`src/esu_pkg.sv`:
```
package esu_pkg;

  typedef enum logic [1:0] {
    PH_TEXT   = 2'd0,
    PH_ESC    = 2'd1,
    PH_DIGITS = 2'd2
  } esu_phase_t;

  typedef struct packed {
    logic        has_a;
    logic [31:0] a_val;
    logic        has_b;
    logic [7:0]  b_val;
    logic        has_c;
  } esu_entry_t;

  localparam int QUEUE_DEPTH = 4;
  localparam int QUEUE_PTR_W = $clog2(QUEUE_DEPTH);
  localparam int QUEUE_CNT_W = $clog2(QUEUE_DEPTH + 1);

  localparam logic [7:0] CH_BSLASH = 8'h5C;
  localparam logic [7:0] CH_A      = 8'h61;
  localparam logic [7:0] CH_B      = 8'h62;
  localparam logic [7:0] CH_F      = 8'h66;
  localparam logic [7:0] CH_N      = 8'h6E;
  localparam logic [7:0] CH_R      = 8'h72;
  localparam logic [7:0] CH_T      = 8'h74;
  localparam logic [7:0] CH_V      = 8'h76;
  localparam logic [7:0] CH_QUOTE  = 8'h27;
  localparam logic [7:0] CH_DQUOTE = 8'h22;
  localparam logic [7:0] CH_LOW_U  = 8'h75;
  localparam logic [7:0] CH_UP_U   = 8'h55;
  localparam logic [7:0] CH_LOW_X  = 8'h78;

  localparam logic [7:0] CTL_BEL = 8'h07;
  localparam logic [7:0] CTL_BS  = 8'h08;
  localparam logic [7:0] CTL_FF  = 8'h0C;
  localparam logic [7:0] CTL_LF  = 8'h0A;
  localparam logic [7:0] CTL_CR  = 8'h0D;
  localparam logic [7:0] CTL_HT  = 8'h09;
  localparam logic [7:0] CTL_VT  = 8'h0B;

  localparam logic [3:0] LIM_U     = 4'd4;
  localparam logic [3:0] LIM_BIG_U = 4'd8;
  localparam logic [3:0] LIM_X     = 4'd2;
  localparam logic [3:0] LIM_OCT   = 4'd3;

  localparam logic [31:0] UTF_LIM1 = 32'h0000_0080;
  localparam logic [31:0] UTF_LIM2 = 32'h0000_0800;
  localparam logic [31:0] UTF_LIM3 = 32'h0001_0000;
  localparam logic [31:0] UTF_LIM4 = 32'h0020_0000;
  localparam logic [31:0] UTF_LIM5 = 32'h0400_0000;

  localparam logic [7:0] UTF_CONT  = 8'h80;
  localparam logic [7:0] UTF_MASK  = 8'h3F;
  localparam logic [7:0] UTF_LEAD2 = 8'hC0;
  localparam logic [7:0] UTF_LEAD3 = 8'hE0;
  localparam logic [7:0] UTF_LEAD4 = 8'hF0;
  localparam logic [7:0] UTF_LEAD5 = 8'hF8;
  localparam logic [7:0] UTF_LEAD6 = 8'hFC;

endpackage

```
`src/esu_queue.sv`:
```
module esu_queue (
  input  logic                clk,
  input  logic                rst,
  input  logic                wr_valid,
  output logic                wr_ready,
  input  esu_pkg::esu_entry_t wr_data,
  output logic                rd_valid,
  input  logic                rd_ready,
  output esu_pkg::esu_entry_t rd_data
);

  esu_pkg::esu_entry_t                   mem [esu_pkg::QUEUE_DEPTH];
  logic [esu_pkg::QUEUE_PTR_W-1:0]       wr_ptr;
  logic [esu_pkg::QUEUE_PTR_W-1:0]       rd_ptr;
  logic [esu_pkg::QUEUE_CNT_W-1:0]       count;
  logic                                  push;
  logic                                  pop;

  localparam logic [esu_pkg::QUEUE_PTR_W-1:0] PTR_LAST =
    esu_pkg::QUEUE_PTR_W'(esu_pkg::QUEUE_DEPTH - 1);
  localparam logic [esu_pkg::QUEUE_CNT_W-1:0] CNT_FULL =
    esu_pkg::QUEUE_CNT_W'(esu_pkg::QUEUE_DEPTH);

  assign wr_ready = count != CNT_FULL;
  assign rd_valid = count != '0;
  assign rd_data  = mem[rd_ptr];
  assign push     = wr_valid && wr_ready;
  assign pop      = rd_valid && rd_ready;

  always_ff @(posedge clk) begin
    if (push) begin
      mem[wr_ptr] <= wr_data;
    end
  end

  always_ff @(posedge clk) begin
    if (rst) begin
      wr_ptr <= '0;
      rd_ptr <= '0;
      count  <= '0;
    end else begin
      if (push) begin
        wr_ptr <= (wr_ptr == PTR_LAST) ? '0 : wr_ptr + 1'b1;
      end
      if (pop) begin
        rd_ptr <= (rd_ptr == PTR_LAST) ? '0 : rd_ptr + 1'b1;
      end
      if (push && !pop) begin
        count <= count + 1'b1;
      end else if (pop && !push) begin
        count <= count - 1'b1;
      end
    end
  end

endmodule

```
`src/esu_front.sv`:
```
module esu_front (
  input  logic                clk,
  input  logic                rst,
  input  logic                in_valid,
  output logic                in_ready,
  input  logic [7:0]          in_byte,
  input  logic                stream_end,
  output logic                q_valid,
  input  logic                q_ready,
  output esu_pkg::esu_entry_t q_data
);

  esu_pkg::esu_phase_t phase;
  esu_pkg::esu_phase_t phase_mid;
  esu_pkg::esu_phase_t phase_next;
  logic [3:0]          digit_limit;
  logic [3:0]          digit_limit_next;
  logic [3:0]          digits_taken;
  logic [3:0]          digits_taken_next;
  logic                octal_radix;
  logic                octal_radix_next;
  logic [31:0]         code_value;
  logic [31:0]         code_value_next;

  logic                accept;
  logic                is_bslash;
  logic                hex_ok;
  logic [3:0]          hex_digit;
  logic                is_oct;
  logic                digit_ok;
  logic                take;
  logic [3:0]          taken_inc;
  logic                run_full;
  logic [31:0]         shifted;
  logic                simple_hit;
  logic [7:0]          simple_val;
  logic                run_start;
  logic [3:0]          run_lim;
  esu_pkg::esu_entry_t entry;

  assign accept    = in_valid && q_ready;
  assign in_ready  = q_ready;
  assign is_bslash = in_byte == esu_pkg::CH_BSLASH;
  assign is_oct    = (in_byte >= 8'h30) && (in_byte <= 8'h37);
  assign digit_ok  = hex_ok && (!octal_radix || is_oct);
  assign take      = (digits_taken < digit_limit) && digit_ok;
  assign taken_inc = digits_taken + 4'd1;
  assign run_full  = taken_inc >= digit_limit;
  assign shifted   = octal_radix ? {code_value[28:0], hex_digit[2:0]}
                                 : {code_value[27:0], hex_digit};

  always_comb begin
    hex_ok    = 1'b1;
    hex_digit = 4'd0;
    case (in_byte) inside
      [8'h30:8'h39]: hex_digit = 4'(in_byte - 8'h30);
      [8'h61:8'h66]: hex_digit = 4'(in_byte - 8'h57);
      [8'h41:8'h46]: hex_digit = 4'(in_byte - 8'h37);
      default:       hex_ok    = 1'b0;
    endcase
  end

  always_comb begin
    simple_hit = 1'b1;
    simple_val = in_byte;
    run_start  = 1'b0;
    run_lim    = 4'd0;
    unique case (in_byte) inside
      esu_pkg::CH_A:      simple_val = esu_pkg::CTL_BEL;
      esu_pkg::CH_B:      simple_val = esu_pkg::CTL_BS;
      esu_pkg::CH_F:      simple_val = esu_pkg::CTL_FF;
      esu_pkg::CH_N:      simple_val = esu_pkg::CTL_LF;
      esu_pkg::CH_R:      simple_val = esu_pkg::CTL_CR;
      esu_pkg::CH_T:      simple_val = esu_pkg::CTL_HT;
      esu_pkg::CH_V:      simple_val = esu_pkg::CTL_VT;
      esu_pkg::CH_QUOTE,
      esu_pkg::CH_DQUOTE,
      esu_pkg::CH_BSLASH: simple_val = in_byte;
      esu_pkg::CH_LOW_U: begin
        simple_hit = 1'b0;
        run_start  = 1'b1;
        run_lim    = esu_pkg::LIM_U;
      end
      esu_pkg::CH_UP_U: begin
        simple_hit = 1'b0;
        run_start  = 1'b1;
        run_lim    = esu_pkg::LIM_BIG_U;
      end
      esu_pkg::CH_LOW_X: begin
        simple_hit = 1'b0;
        run_start  = 1'b1;
        run_lim    = esu_pkg::LIM_X;
      end
      default:            simple_hit = 1'b0;
    endcase
  end

  always_comb begin
    unique case (phase)
      esu_pkg::PH_ESC: begin
        phase_mid = (run_start || is_oct) ? esu_pkg::PH_DIGITS : esu_pkg::PH_TEXT;
      end
      esu_pkg::PH_DIGITS: begin
        if (take) begin
          phase_mid = run_full ? esu_pkg::PH_TEXT : esu_pkg::PH_DIGITS;
        end else begin
          phase_mid = is_bslash ? esu_pkg::PH_ESC : esu_pkg::PH_TEXT;
        end
      end
      default: begin
        phase_mid = is_bslash ? esu_pkg::PH_ESC : esu_pkg::PH_TEXT;
      end
    endcase
    phase_next = stream_end ? esu_pkg::PH_TEXT : phase_mid;
  end

  always_comb begin
    entry             = '0;
    entry.a_val       = code_value;
    entry.b_val       = in_byte;
    digit_limit_next  = digit_limit;
    digits_taken_next = digits_taken;
    octal_radix_next  = octal_radix;
    code_value_next   = code_value;
    unique case (phase)
      esu_pkg::PH_ESC: begin
        if (simple_hit) begin
          entry.has_b = 1'b1;
          entry.b_val = simple_val;
        end else if (run_start) begin
          digit_limit_next  = run_lim;
          digits_taken_next = 4'd0;
          octal_radix_next  = 1'b0;
          code_value_next   = '0;
        end else if (is_oct) begin
          digit_limit_next  = esu_pkg::LIM_OCT;
          digits_taken_next = 4'd1;
          octal_radix_next  = 1'b1;
          code_value_next   = {29'd0, in_byte[2:0]};
        end else begin
          entry.has_b = 1'b1;
        end
      end
      esu_pkg::PH_DIGITS: begin
        if (take && !run_full) begin
          code_value_next   = shifted;
          digits_taken_next = taken_inc;
        end else begin
          entry.has_a       = 1'b1;
          entry.a_val       = take ? shifted : code_value;
          entry.has_b       = !take && !is_bslash;
          digit_limit_next  = 4'd0;
          digits_taken_next = 4'd0;
          octal_radix_next  = 1'b0;
          code_value_next   = '0;
        end
      end
      default: begin
        entry.has_b = !is_bslash;
      end
    endcase
    if (stream_end) begin
      if (phase_mid == esu_pkg::PH_ESC) begin
        entry.has_c = 1'b1;
      end else if (phase_mid == esu_pkg::PH_DIGITS) begin
        entry.has_a       = 1'b1;
        entry.a_val       = code_value_next;
        digit_limit_next  = 4'd0;
        digits_taken_next = 4'd0;
        octal_radix_next  = 1'b0;
        code_value_next   = '0;
      end
    end
  end

  assign q_valid = in_valid && (entry.has_a || entry.has_b || entry.has_c);
  assign q_data  = entry;

  always_ff @(posedge clk) begin
    if (rst) begin
      phase        <= esu_pkg::PH_TEXT;
      digit_limit  <= '0;
      digits_taken <= '0;
      octal_radix  <= 1'b0;
      code_value   <= '0;
    end else if (accept) begin
      phase        <= phase_next;
      digit_limit  <= digit_limit_next;
      digits_taken <= digits_taken_next;
      octal_radix  <= octal_radix_next;
      code_value   <= code_value_next;
    end
  end

endmodule

```
`src/esu_back.sv`:
```
module esu_back (
  input  logic                clk,
  input  logic                rst,
  input  logic                q_valid,
  output logic                q_ready,
  input  esu_pkg::esu_entry_t q_data,
  output logic                out_valid,
  input  logic                out_ready,
  output logic [7:0]          out_byte,
  output logic                run_last,
  output logic                range_error
);

  esu_pkg::esu_entry_t cur;
  logic                cur_valid;
  logic [2:0]          k;

  logic                out_load;
  logic                emit;
  logic                done;
  logic                pop;
  logic                a_err;
  logic [2:0]          len_a;
  logic [2:0]          ncont;
  logic [1:0]          len_b;
  logic [3:0]          total;
  logic [3:0]          k4;
  logic [3:0]          kb;
  logic                in_a;
  logic                in_b;
  logic                is_last;
  logic [7:0]          lead_mark;
  logic [7:0]          a_byte;
  logic [7:0]          b_byte;
  logic [7:0]          byte_sel;

  function automatic logic [5:0] seg6(input logic [31:0] v, input logic [2:0] j);
    logic [35:0] w;
    w = {4'd0, v};
    case (j)
      3'd0:    seg6 = w[5:0];
      3'd1:    seg6 = w[11:6];
      3'd2:    seg6 = w[17:12];
      3'd3:    seg6 = w[23:18];
      3'd4:    seg6 = w[29:24];
      3'd5:    seg6 = w[35:30];
      default: seg6 = '0;
    endcase
  endfunction

  assign a_err = cur.a_val[31];

  always_comb begin
    if (!cur.has_a) begin
      len_a = 3'd0;
    end else if (a_err || cur.a_val < esu_pkg::UTF_LIM1) begin
      len_a = 3'd1;
    end else if (cur.a_val < esu_pkg::UTF_LIM2) begin
      len_a = 3'd2;
    end else if (cur.a_val < esu_pkg::UTF_LIM3) begin
      len_a = 3'd3;
    end else if (cur.a_val < esu_pkg::UTF_LIM4) begin
      len_a = 3'd4;
    end else if (cur.a_val < esu_pkg::UTF_LIM5) begin
      len_a = 3'd5;
    end else begin
      len_a = 3'd6;
    end
  end

  always_comb begin
    case (ncont)
      3'd1:    lead_mark = esu_pkg::UTF_LEAD2;
      3'd2:    lead_mark = esu_pkg::UTF_LEAD3;
      3'd3:    lead_mark = esu_pkg::UTF_LEAD4;
      3'd4:    lead_mark = esu_pkg::UTF_LEAD5;
      default: lead_mark = esu_pkg::UTF_LEAD6;
    endcase
  end

  assign ncont   = len_a - 3'd1;
  assign len_b   = cur.has_b ? (cur.b_val[7] ? 2'd2 : 2'd1) : 2'd0;
  assign total   = {1'b0, len_a} + {2'b0, len_b} + {3'b0, cur.has_c};
  assign k4      = {1'b0, k};
  assign kb      = k4 - {1'b0, len_a};
  assign in_a    = k4 < {1'b0, len_a};
  assign in_b    = kb < {2'b0, len_b};
  assign is_last = k4 == (total - 4'd1);

  always_comb begin
    if (a_err) begin
      a_byte = 8'h00;
    end else if (k == 3'd0) begin
      a_byte = (len_a == 3'd1) ? cur.a_val[7:0]
                               : lead_mark | {2'b00, seg6(cur.a_val, ncont)};
    end else begin
      a_byte = esu_pkg::UTF_CONT | {2'b00, seg6(cur.a_val, ncont - k)};
    end
  end

  always_comb begin
    if (!cur.b_val[7]) begin
      b_byte = cur.b_val;
    end else if (kb == 4'd0) begin
      b_byte = esu_pkg::UTF_LEAD2 | {6'd0, cur.b_val[7:6]};
    end else begin
      b_byte = esu_pkg::UTF_CONT | (cur.b_val & esu_pkg::UTF_MASK);
    end
  end

  assign byte_sel = in_a ? a_byte : (in_b ? b_byte : esu_pkg::CH_BSLASH);

  assign out_load = !out_valid || out_ready;
  assign emit     = cur_valid && out_load;
  assign done     = emit && is_last;
  assign q_ready  = !cur_valid || done;
  assign pop      = q_valid && q_ready;

  always_ff @(posedge clk) begin
    if (pop) begin
      cur <= q_data;
    end
    if (emit) begin
      out_byte    <= byte_sel;
      run_last    <= is_last;
      range_error <= in_a && a_err;
    end
  end

  always_ff @(posedge clk) begin
    if (rst) begin
      cur_valid <= 1'b0;
      k         <= '0;
      out_valid <= 1'b0;
    end else begin
      if (pop) begin
        cur_valid <= 1'b1;
        k         <= '0;
      end else if (done) begin
        cur_valid <= 1'b0;
      end else if (emit) begin
        k <= k + 3'd1;
      end
      if (out_load) begin
        out_valid <= cur_valid;
      end
    end
  end

endmodule

```
`src/escape_string_unescaper_utf8.sv`:
```
// An accepted item is registered in the queue, then in cur in the back end, then in out_byte.
// One input byte per cycle while in_ready is high; the back end sends one byte per cycle while
// out_ready allows; an item that decodes to n bytes holds it until all are sent (n up to 8).
// A 4-entry queue between front and back absorbs the expansion; in_ready drops when it fills.
// Reset (rst, synchronous, active high) returns to normal text and empties queue and output.
module escape_string_unescaper_utf8 (
  input  logic       clk,
  input  logic       rst,
  input  logic       in_valid,
  output logic       in_ready,
  input  logic [7:0] in_byte,
  input  logic       stream_end,
  output logic       out_valid,
  input  logic       out_ready,
  output logic [7:0] out_byte,
  output logic       run_last,
  output logic       range_error
);

  logic                wr_valid;
  logic                wr_ready;
  esu_pkg::esu_entry_t wr_data;
  logic                rd_valid;
  logic                rd_ready;
  esu_pkg::esu_entry_t rd_data;

  esu_front u_front (
    .clk        (clk),
    .rst        (rst),
    .in_valid   (in_valid),
    .in_ready   (in_ready),
    .in_byte    (in_byte),
    .stream_end (stream_end),
    .q_valid    (wr_valid),
    .q_ready    (wr_ready),
    .q_data     (wr_data)
  );

  esu_queue u_queue (
    .clk      (clk),
    .rst      (rst),
    .wr_valid (wr_valid),
    .wr_ready (wr_ready),
    .wr_data  (wr_data),
    .rd_valid (rd_valid),
    .rd_ready (rd_ready),
    .rd_data  (rd_data)
  );

  esu_back u_back (
    .clk         (clk),
    .rst         (rst),
    .q_valid     (rd_valid),
    .q_ready     (rd_ready),
    .q_data      (rd_data),
    .out_valid   (out_valid),
    .out_ready   (out_ready),
    .out_byte    (out_byte),
    .run_last    (run_last),
    .range_error (range_error)
  );

endmodule

```
`config.mk`:
```
export PLATFORM = sky130hd
export DESIGN_NAME = escape_string_unescaper_utf8
export DESIGN_NICKNAME = d
export VERILOG_FILES = /design/src/esu_pkg.sv /design/src/esu_queue.sv /design/src/esu_front.sv /design/src/esu_back.sv /design/src/escape_string_unescaper_utf8.sv
export SDC_FILE = /design/constraint.sdc
export NUM_CORES = 1
export LEC_CHECK = 0
export BUFFER_PORTS_ARGS = -buffer_cell sky130_fd_sc_hd__buf_2
export CORE_UTILIZATION = 38
export DETAILED_ROUTE_END_ITERATION = 6
export PLACE_DENSITY_LB_ADDON = 0.3
export SYNTH_ARGS = -nofsm -noshare
export SYNTH_HDL_FRONTEND = slang
export SYNTH_SLANG_ARGS = --single-unit
```
`constraint.sdc`:
```
create_clock -name clk -period 7.2 [get_ports clk]
set_clock_uncertainty 0.15 [all_clocks]
set_input_delay 0.36 -clock clk [delete_from_list [all_inputs] [get_ports clk]]
set_output_delay 0.36 -clock clk [all_outputs]
set_load 0.01 [all_outputs]
```
==> impl_metrics.tcl, run 1 <==
set metrics [dict create \
    status "finished, final reports clean" \
    crit_path_start_kind "flop" \
    ys_types 81 \
    vias 7516 \
    nFillCells 3015 \
    dieArea_mm2 0.0348 \
    die_w_um 187 \
    synth_ff_type "edfxtp_1" \
    clock-sinks 280 \
    die_h_um 187 \
    ff2ff_setup_slack_ns 2.01 \
    syn_area_per_cell_um2 14.5 \
    track_usage 0.151 \
    grt_pass1_vias 7675 \
    wl_per_cell_um 18.7 \
    worstPathArrival_ns 5.49 \
    grt_pass1_wl_um 42300 \
    grt-ovfl-total 0 \
    wl_met2_um 12300 \
    syn_nets 946 \
    yosysTopAreaCell "edfxtp_1" \
    hold_viol_final 0 \
    synth-edff-count 225 \
    wl_met1_um 12200 \
    hp-class "in -> reg" \
    cp-end-kind "flop" \
    antenna_found_initial 0 \
    synth_top_area_frac 0.522 \
    clk_pin_slew_ns 0.06 \
    start_util 0.386 \
    dr_wl_met3_um 1150 \
    n_antenna_cell 0 \
    cts_tree "yes" \
    cts.htree.levels 1 \
    drv_cap 0 \
    pwr_density_cell_mw_per_mm2 369 \
    synthCells 894 \
    p_leak_uw 0.00478 \
    cp_max_fo 7 \
    yosys_warnings 0 \
    clkLatencyLatePin_ns 0.53 \
    drt-initial-drc-count 606 \
    async_flop_share 0 \
    numCtsBuffers 29 \
    yosysSeqAreaShare 0.607 \
    drive_above_1_share 0.177 \
    coreArea_mm2 0.0335 \
    place.gp.congestion 0.907 \
    grt_max_degree 48 \
    netlist_area_mm2 0.0130 \
    io_pins 25 \
    path_class "reg -> reg" \
    yosysMostFrequentCell "edfxtp_1" \
    clockRootBuffer "clkbuf_16" \
    dp_hpwl_um 17800 \
    dr.max_layer_used "met4" \
    viasPerCell 5.40 \
    drt_wl_total_um 26000 \
    synth_common_cells "edfxtp_1 (225), dfxtp_1 (55), o2bb2ai_1 (50)" \
    synth_seq_cells 280 \
    cts_buffer_depth 3 \
    rsz0062_at_grt "no" \
    io_buffers 24 \
    num_rows 67 \
    area_growth_pct 12.4 \
    maxSlewHeadroom 0.392 \
    tightest_slew_ns 0.912 \
    period_minus_slack_ns 5.19 \
    fin_nets 975 \
    setup_viol 0 \
    dp_slack_ns 2.06 \
    fin_area_mm2 0.0146 \
    yosys-top-cells-area "edfxtp_1 (52%), dfxtp_1 (8.5%), mux4_2 (8.3%)" \
    fin_tns_setup_ns 0 \
    detail-route-antenna-nets 0 \
    slew_violations 0 \
    drt_pass1_iterations 7 \
    max_freq_ghz 0.193 \
    period_share 0.721 \
    drc 0 \
    place_area_mm2 0.0136 \
    max-vdd-ir-drop_uv 212 \
    timing.final.ws_setup_ns 2.01 \
    required_ns 7.50 \
]
routing by layer:
metal  global-route usage  up-vias
li1                     -     3591
met2                0.247      175
met1                0.211     3718
met4               0.0388        0
met5                    0        -
met3               0.0220       32
power breakdown:
group	leakage (µW)	switching, µW	internal, µW	total (µW)
Sequential	0.00258	153	2120	2280
Combinational	0.00172	919	652	1570
Clock	0.000475	590	930	1520
path summary, 6_finish.rpt:
| path | startpoint | end | cells past startpoint |
|---|---|---|---|
| hold / removal | in_byte[7] | u_queue.mem[0][8] | 1 |
| hold reg to reg | u_front.digit_limit[2] | u_front.digit_limit[2] | 2 |
| setup reg to reg | u_back.cur[24] | u_queue.count[2] | 16 |
| setup / recovery | u_back.cur[24] | u_queue.count[2] | 16 |
logic make-up after synthesis:
family | after synthesis | synth area share
adders and majority gates | 39 | 0.0406
and+or+nand+nor | 190 | 0.0788
AOI/OAI and AO/OA | 201 | 0.121
xor gates and xnor gates | 15 | 0.0107
muxes | 92 | 0.117
buffers and inverters | 77 | 0.0245
DFF | 280 | 0.607
sequential cells by signal (all words and copies together) (netlist names), 3 cells and up:
name and flops:
u_back.out_byte 8, u_back.cur 42, u_front.digits_taken 4, u_front.code_value 32
u_back.k 3, u_queue.mem 172, u_front.digit_limit 4, u_queue.count 3
cell type report:
class / instances / area, µm² / area share
Sequential cell: 280 / 7860 / 0.540
Multi-Input combinational cell: 537 / 4790 / 0.329
Clock buffer: 36 / 762 / 0.0524
Tap cell: 448 / 561 / 0.0385
Timing Repair Buffer: 37 / 220 / 0.0151
Clock inverter: 16 / 216 / 0.0149
Inverter: 38 / 143 / 0.00980
cell usage in the layout (no fill, tap or decap), drive strengths merged, types with 7 or more instances in the layout:
cell type and instances:
nor3 17, edfxtp 225, o211ai 8, mux2i 44
clkbuf 36, ha 34, nor2b 10, clkinv 9
o21ai 27, o31ai 7, nor2 42, and2 12
inv 39, nand3 9, nand2 45, mux4 48
dfxtp 55, a21oi 38, xnor2 9, buf 36
o2bb2ai 60, nand2b 10
stage by stage:
stage / hold WS (ns) / cells / util / total power, µW
after global placement: 0.303 / 1339 / 0.405 / 3890
final: 0.0404 / 1392 / 0.434 / 5370
after CTS: 0.0107 / 1392 / 0.434 / 5420
after floorplan: 0.283 / 894 / - / 3430
after detailed placement: 0.303 / 1339 / 0.405 / 3890
after global routing: 0.0240 / 1392 / 0.434 / 5660
worst max-delay path, stage by stage, from the launching register on:
cell,delay [ns]
edfxtp_1,0.41
or4_1,0.58
nor3b_1,0.61
nor2b_1,0.10
o21ai_1,0.54
xnor2_1,0.22
fa_1,0.46
xnor2_1,0.20
xnor2_1,0.13
nor3_1,0.11
a31oi_2,0.31
ha_1,0.24
inv_1,0.06
fa_1,0.37
xor2_1,0.16
or3_1,0.31
a21oi_1,0.14
what timing repair did:
action	CTS	global route
hold buffers	1	0
endpoints found under the hold margin	1	0
setup buffers	0	0
gates resized for setup	0	0
Note: power is estimated with default switching activity, not from simulation.
==> inputs of run 2 (changes only) <==
==> constraint.sdc (replaced) <==
create_clock -name clk -period 4.3 [get_ports clk]
set_clock_uncertainty 0.15 [all_clocks]
set_input_delay 0.215 -clock clk [delete_from_list [all_inputs] [get_ports clk]]
set_output_delay 0.215 -clock clk [all_outputs]
set_load 0.01 [all_outputs]
==> impl_metrics.tcl, run 2 (same netlist as run 1, synthesis figures left out) <==
set metrics [dict create \
    detail-route-antenna-nets 0 \
    tightest_slew_ns 0.896 \
    die_w_um 187 \
    coreArea_mm2 0.0335 \
    viasPerCell 5.42 \
    layout_common_cells "edfxtp_1 (225), dfxtp_1 (52), o2bb2ai_1 (50)" \
    dp_slack_ns -0.00967 \
    dieArea_mm2 0.0348 \
    grt_pass1_vias 7856 \
    antenna_found_initial 0 \
    required_ns 4.62 \
    dp_hpwl_um 18600 \
    fin_tns_setup_ns 0 \
    grt_max_degree 47 \
    regArea_mm2 0.00786 \
    clock-sinks 280 \
    maxSlewHeadroom 0.403 \
    hold_viol_final 0 \
    vias 7734 \
    cts.htree.levels 1 \
    clk_pin_slew_ns 0.07 \
    rsz0062_at_grt "yes" \
    worstPathArrival_ns 4.55 \
    clockRootBuffer "clkbuf_16" \
    drt-initial-drc-count 596 \
    path_class "reg -> reg" \
    max-vdd-ir-drop_uv 529 \
    num_rows 67 \
    area_growth_pct 16.0 \
    place.gp.congestion 0.914 \
    hp-class "in -> reg" \
    cp_max_fo 5 \
    clkLatencyLatePin_ns 0.54 \
    slew_violations 0 \
    grt-ovfl-total 0 \
    multiInputGateArea_mm2 0.00490 \
    largest_reg_flops 172 \
    p_leak_uw 0.00500 \
    nFillCells 2929 \
    max_freq_ghz 0.237 \
    cp-end-kind "flop" \
    fin_nets 1010 \
    r2r_start "u_back.cur[31]" \
    drt_wl_total_um 26900 \
    wl_per_cell_um 18.8 \
    final_common_cell "edfxtp_1" \
    largest_register "u_queue.mem" \
    timing.final.ws_setup_ns 0.0753 \
    reg_top3 "u_queue.mem x172, u_back.cur x42, u_front.code_value x32" \
    grt_pass1_wl_um 43400 \
    numCtsBuffers 29 \
    pwr_density_cell_mw_per_mm2 626 \
    setup_viol 0 \
    period_share 0.982 \
    startpoint "u_back.cur[31]" \
    drc 0 \
    cts_tree "yes" \
    crit_path_start_kind "flop" \
    die_h_um 187 \
    cts_buffer_depth 3 \
    start_util 0.386 \
    track_usage 0.156 \
    drive_above_1_share 0.223 \
    status "finished, final reports clean" \
    period_minus_slack_ns 4.22 \
    min_from "in_byte[1]" \
    io_pins 25 \
    drt_pass1_iterations 5 \
    io_buffers 24 \
    drv_cap 0 \
    n_antenna_cell 0 \
]
run 2: changes by cell type in the layout (fill, tap and decap cells not counted), sizes merged, moves of 2 or more:
| cell | previous run | this run |
|---|---|---|
| buf | 36 | 63 |
| clkbuf | 36 | 39 |
| clkinv | 9 | 5 |
| dlygate4sd3 | 1 | 9 |
| inv | 39 | 41 |
run 2: worst paths after layout:
kind | endpoint | slack (ns) | cells after the start
hold reg to reg | u_front.code_value[31] | 0.32 | 1
setup / recovery | u_queue.count[2] | 0.08 | 16
hold / removal | u_queue.mem[1][2] | 0.05 | 3
setup reg to reg | u_queue.count[2] | 0.08 | 16
run 2: report_power, final:
group          internal (µW)  switching [µW]
Sequential              3550             292
Clock                   1550            1020
Combinational           1370            1620
Total                   6470            2930
run 2: through the flow:
step	utilization	hold WS [ns]	cells	total power, µW	cell area [µm²]
global placement	0.413	0.295	1362	6760	13900
global route	0.448	0.0759	1428	9930	15000
finish	0.448	0.0512	1428	9400	15000
detailed placement	0.413	0.304	1362	6770	13900
floorplan	-	0.236	894	5790	13000
CTS	0.445	0.0373	1424	9370	14900
run 2: area by class of cell:
type,instances,share of cell area
Clock inverter,14,0.0132
Sequential cell,280,0.523
Inverter,38,0.00974
Multi-Input combinational cell,537,0.326
Tap cell,448,0.0373
Clock buffer,39,0.0529
Timing Repair Buffer,72,0.0379
run 2: routing by layer:
| layer | wire length [µm] | share of wire | track usage |
|---|---|---|---|
| met1 | 12800 | 0.47 | 0.216 |
| met2 | 12700 | 0.47 | 0.257 |
| met3 | 938 | 0.035 | 0.0205 |
| met4 | 490 | 0.018 | 0.0422 |
| met5 | 0 | 0 | 0 |
run 2: critical path: stages, from the launching register on:
cell	delay, ns
edfxtp_1	0.39
or4_4	0.56
buf_6	0.14
nor4b_4	0.27
nor2b_4	0.21
o21ai_4	0.10
xnor2_2	0.19
fa_2	0.55
xor2_2	0.15
nor3_2	0.07
a31oi_2	0.19
ha_2	0.23
inv_2	0.04
fa_2	0.32
xor2_1	0.15
or3_1	0.31
a21oi_1	0.14
run 2: timing repair:
action	CTS	global route
pin swaps	2	12
gates resized for setup	0	14
hold buffers	9	0
endpoints found under the hold margin	15	0
setup buffers	0	4
setup endpoints to repair	1	10
cloned	0	0
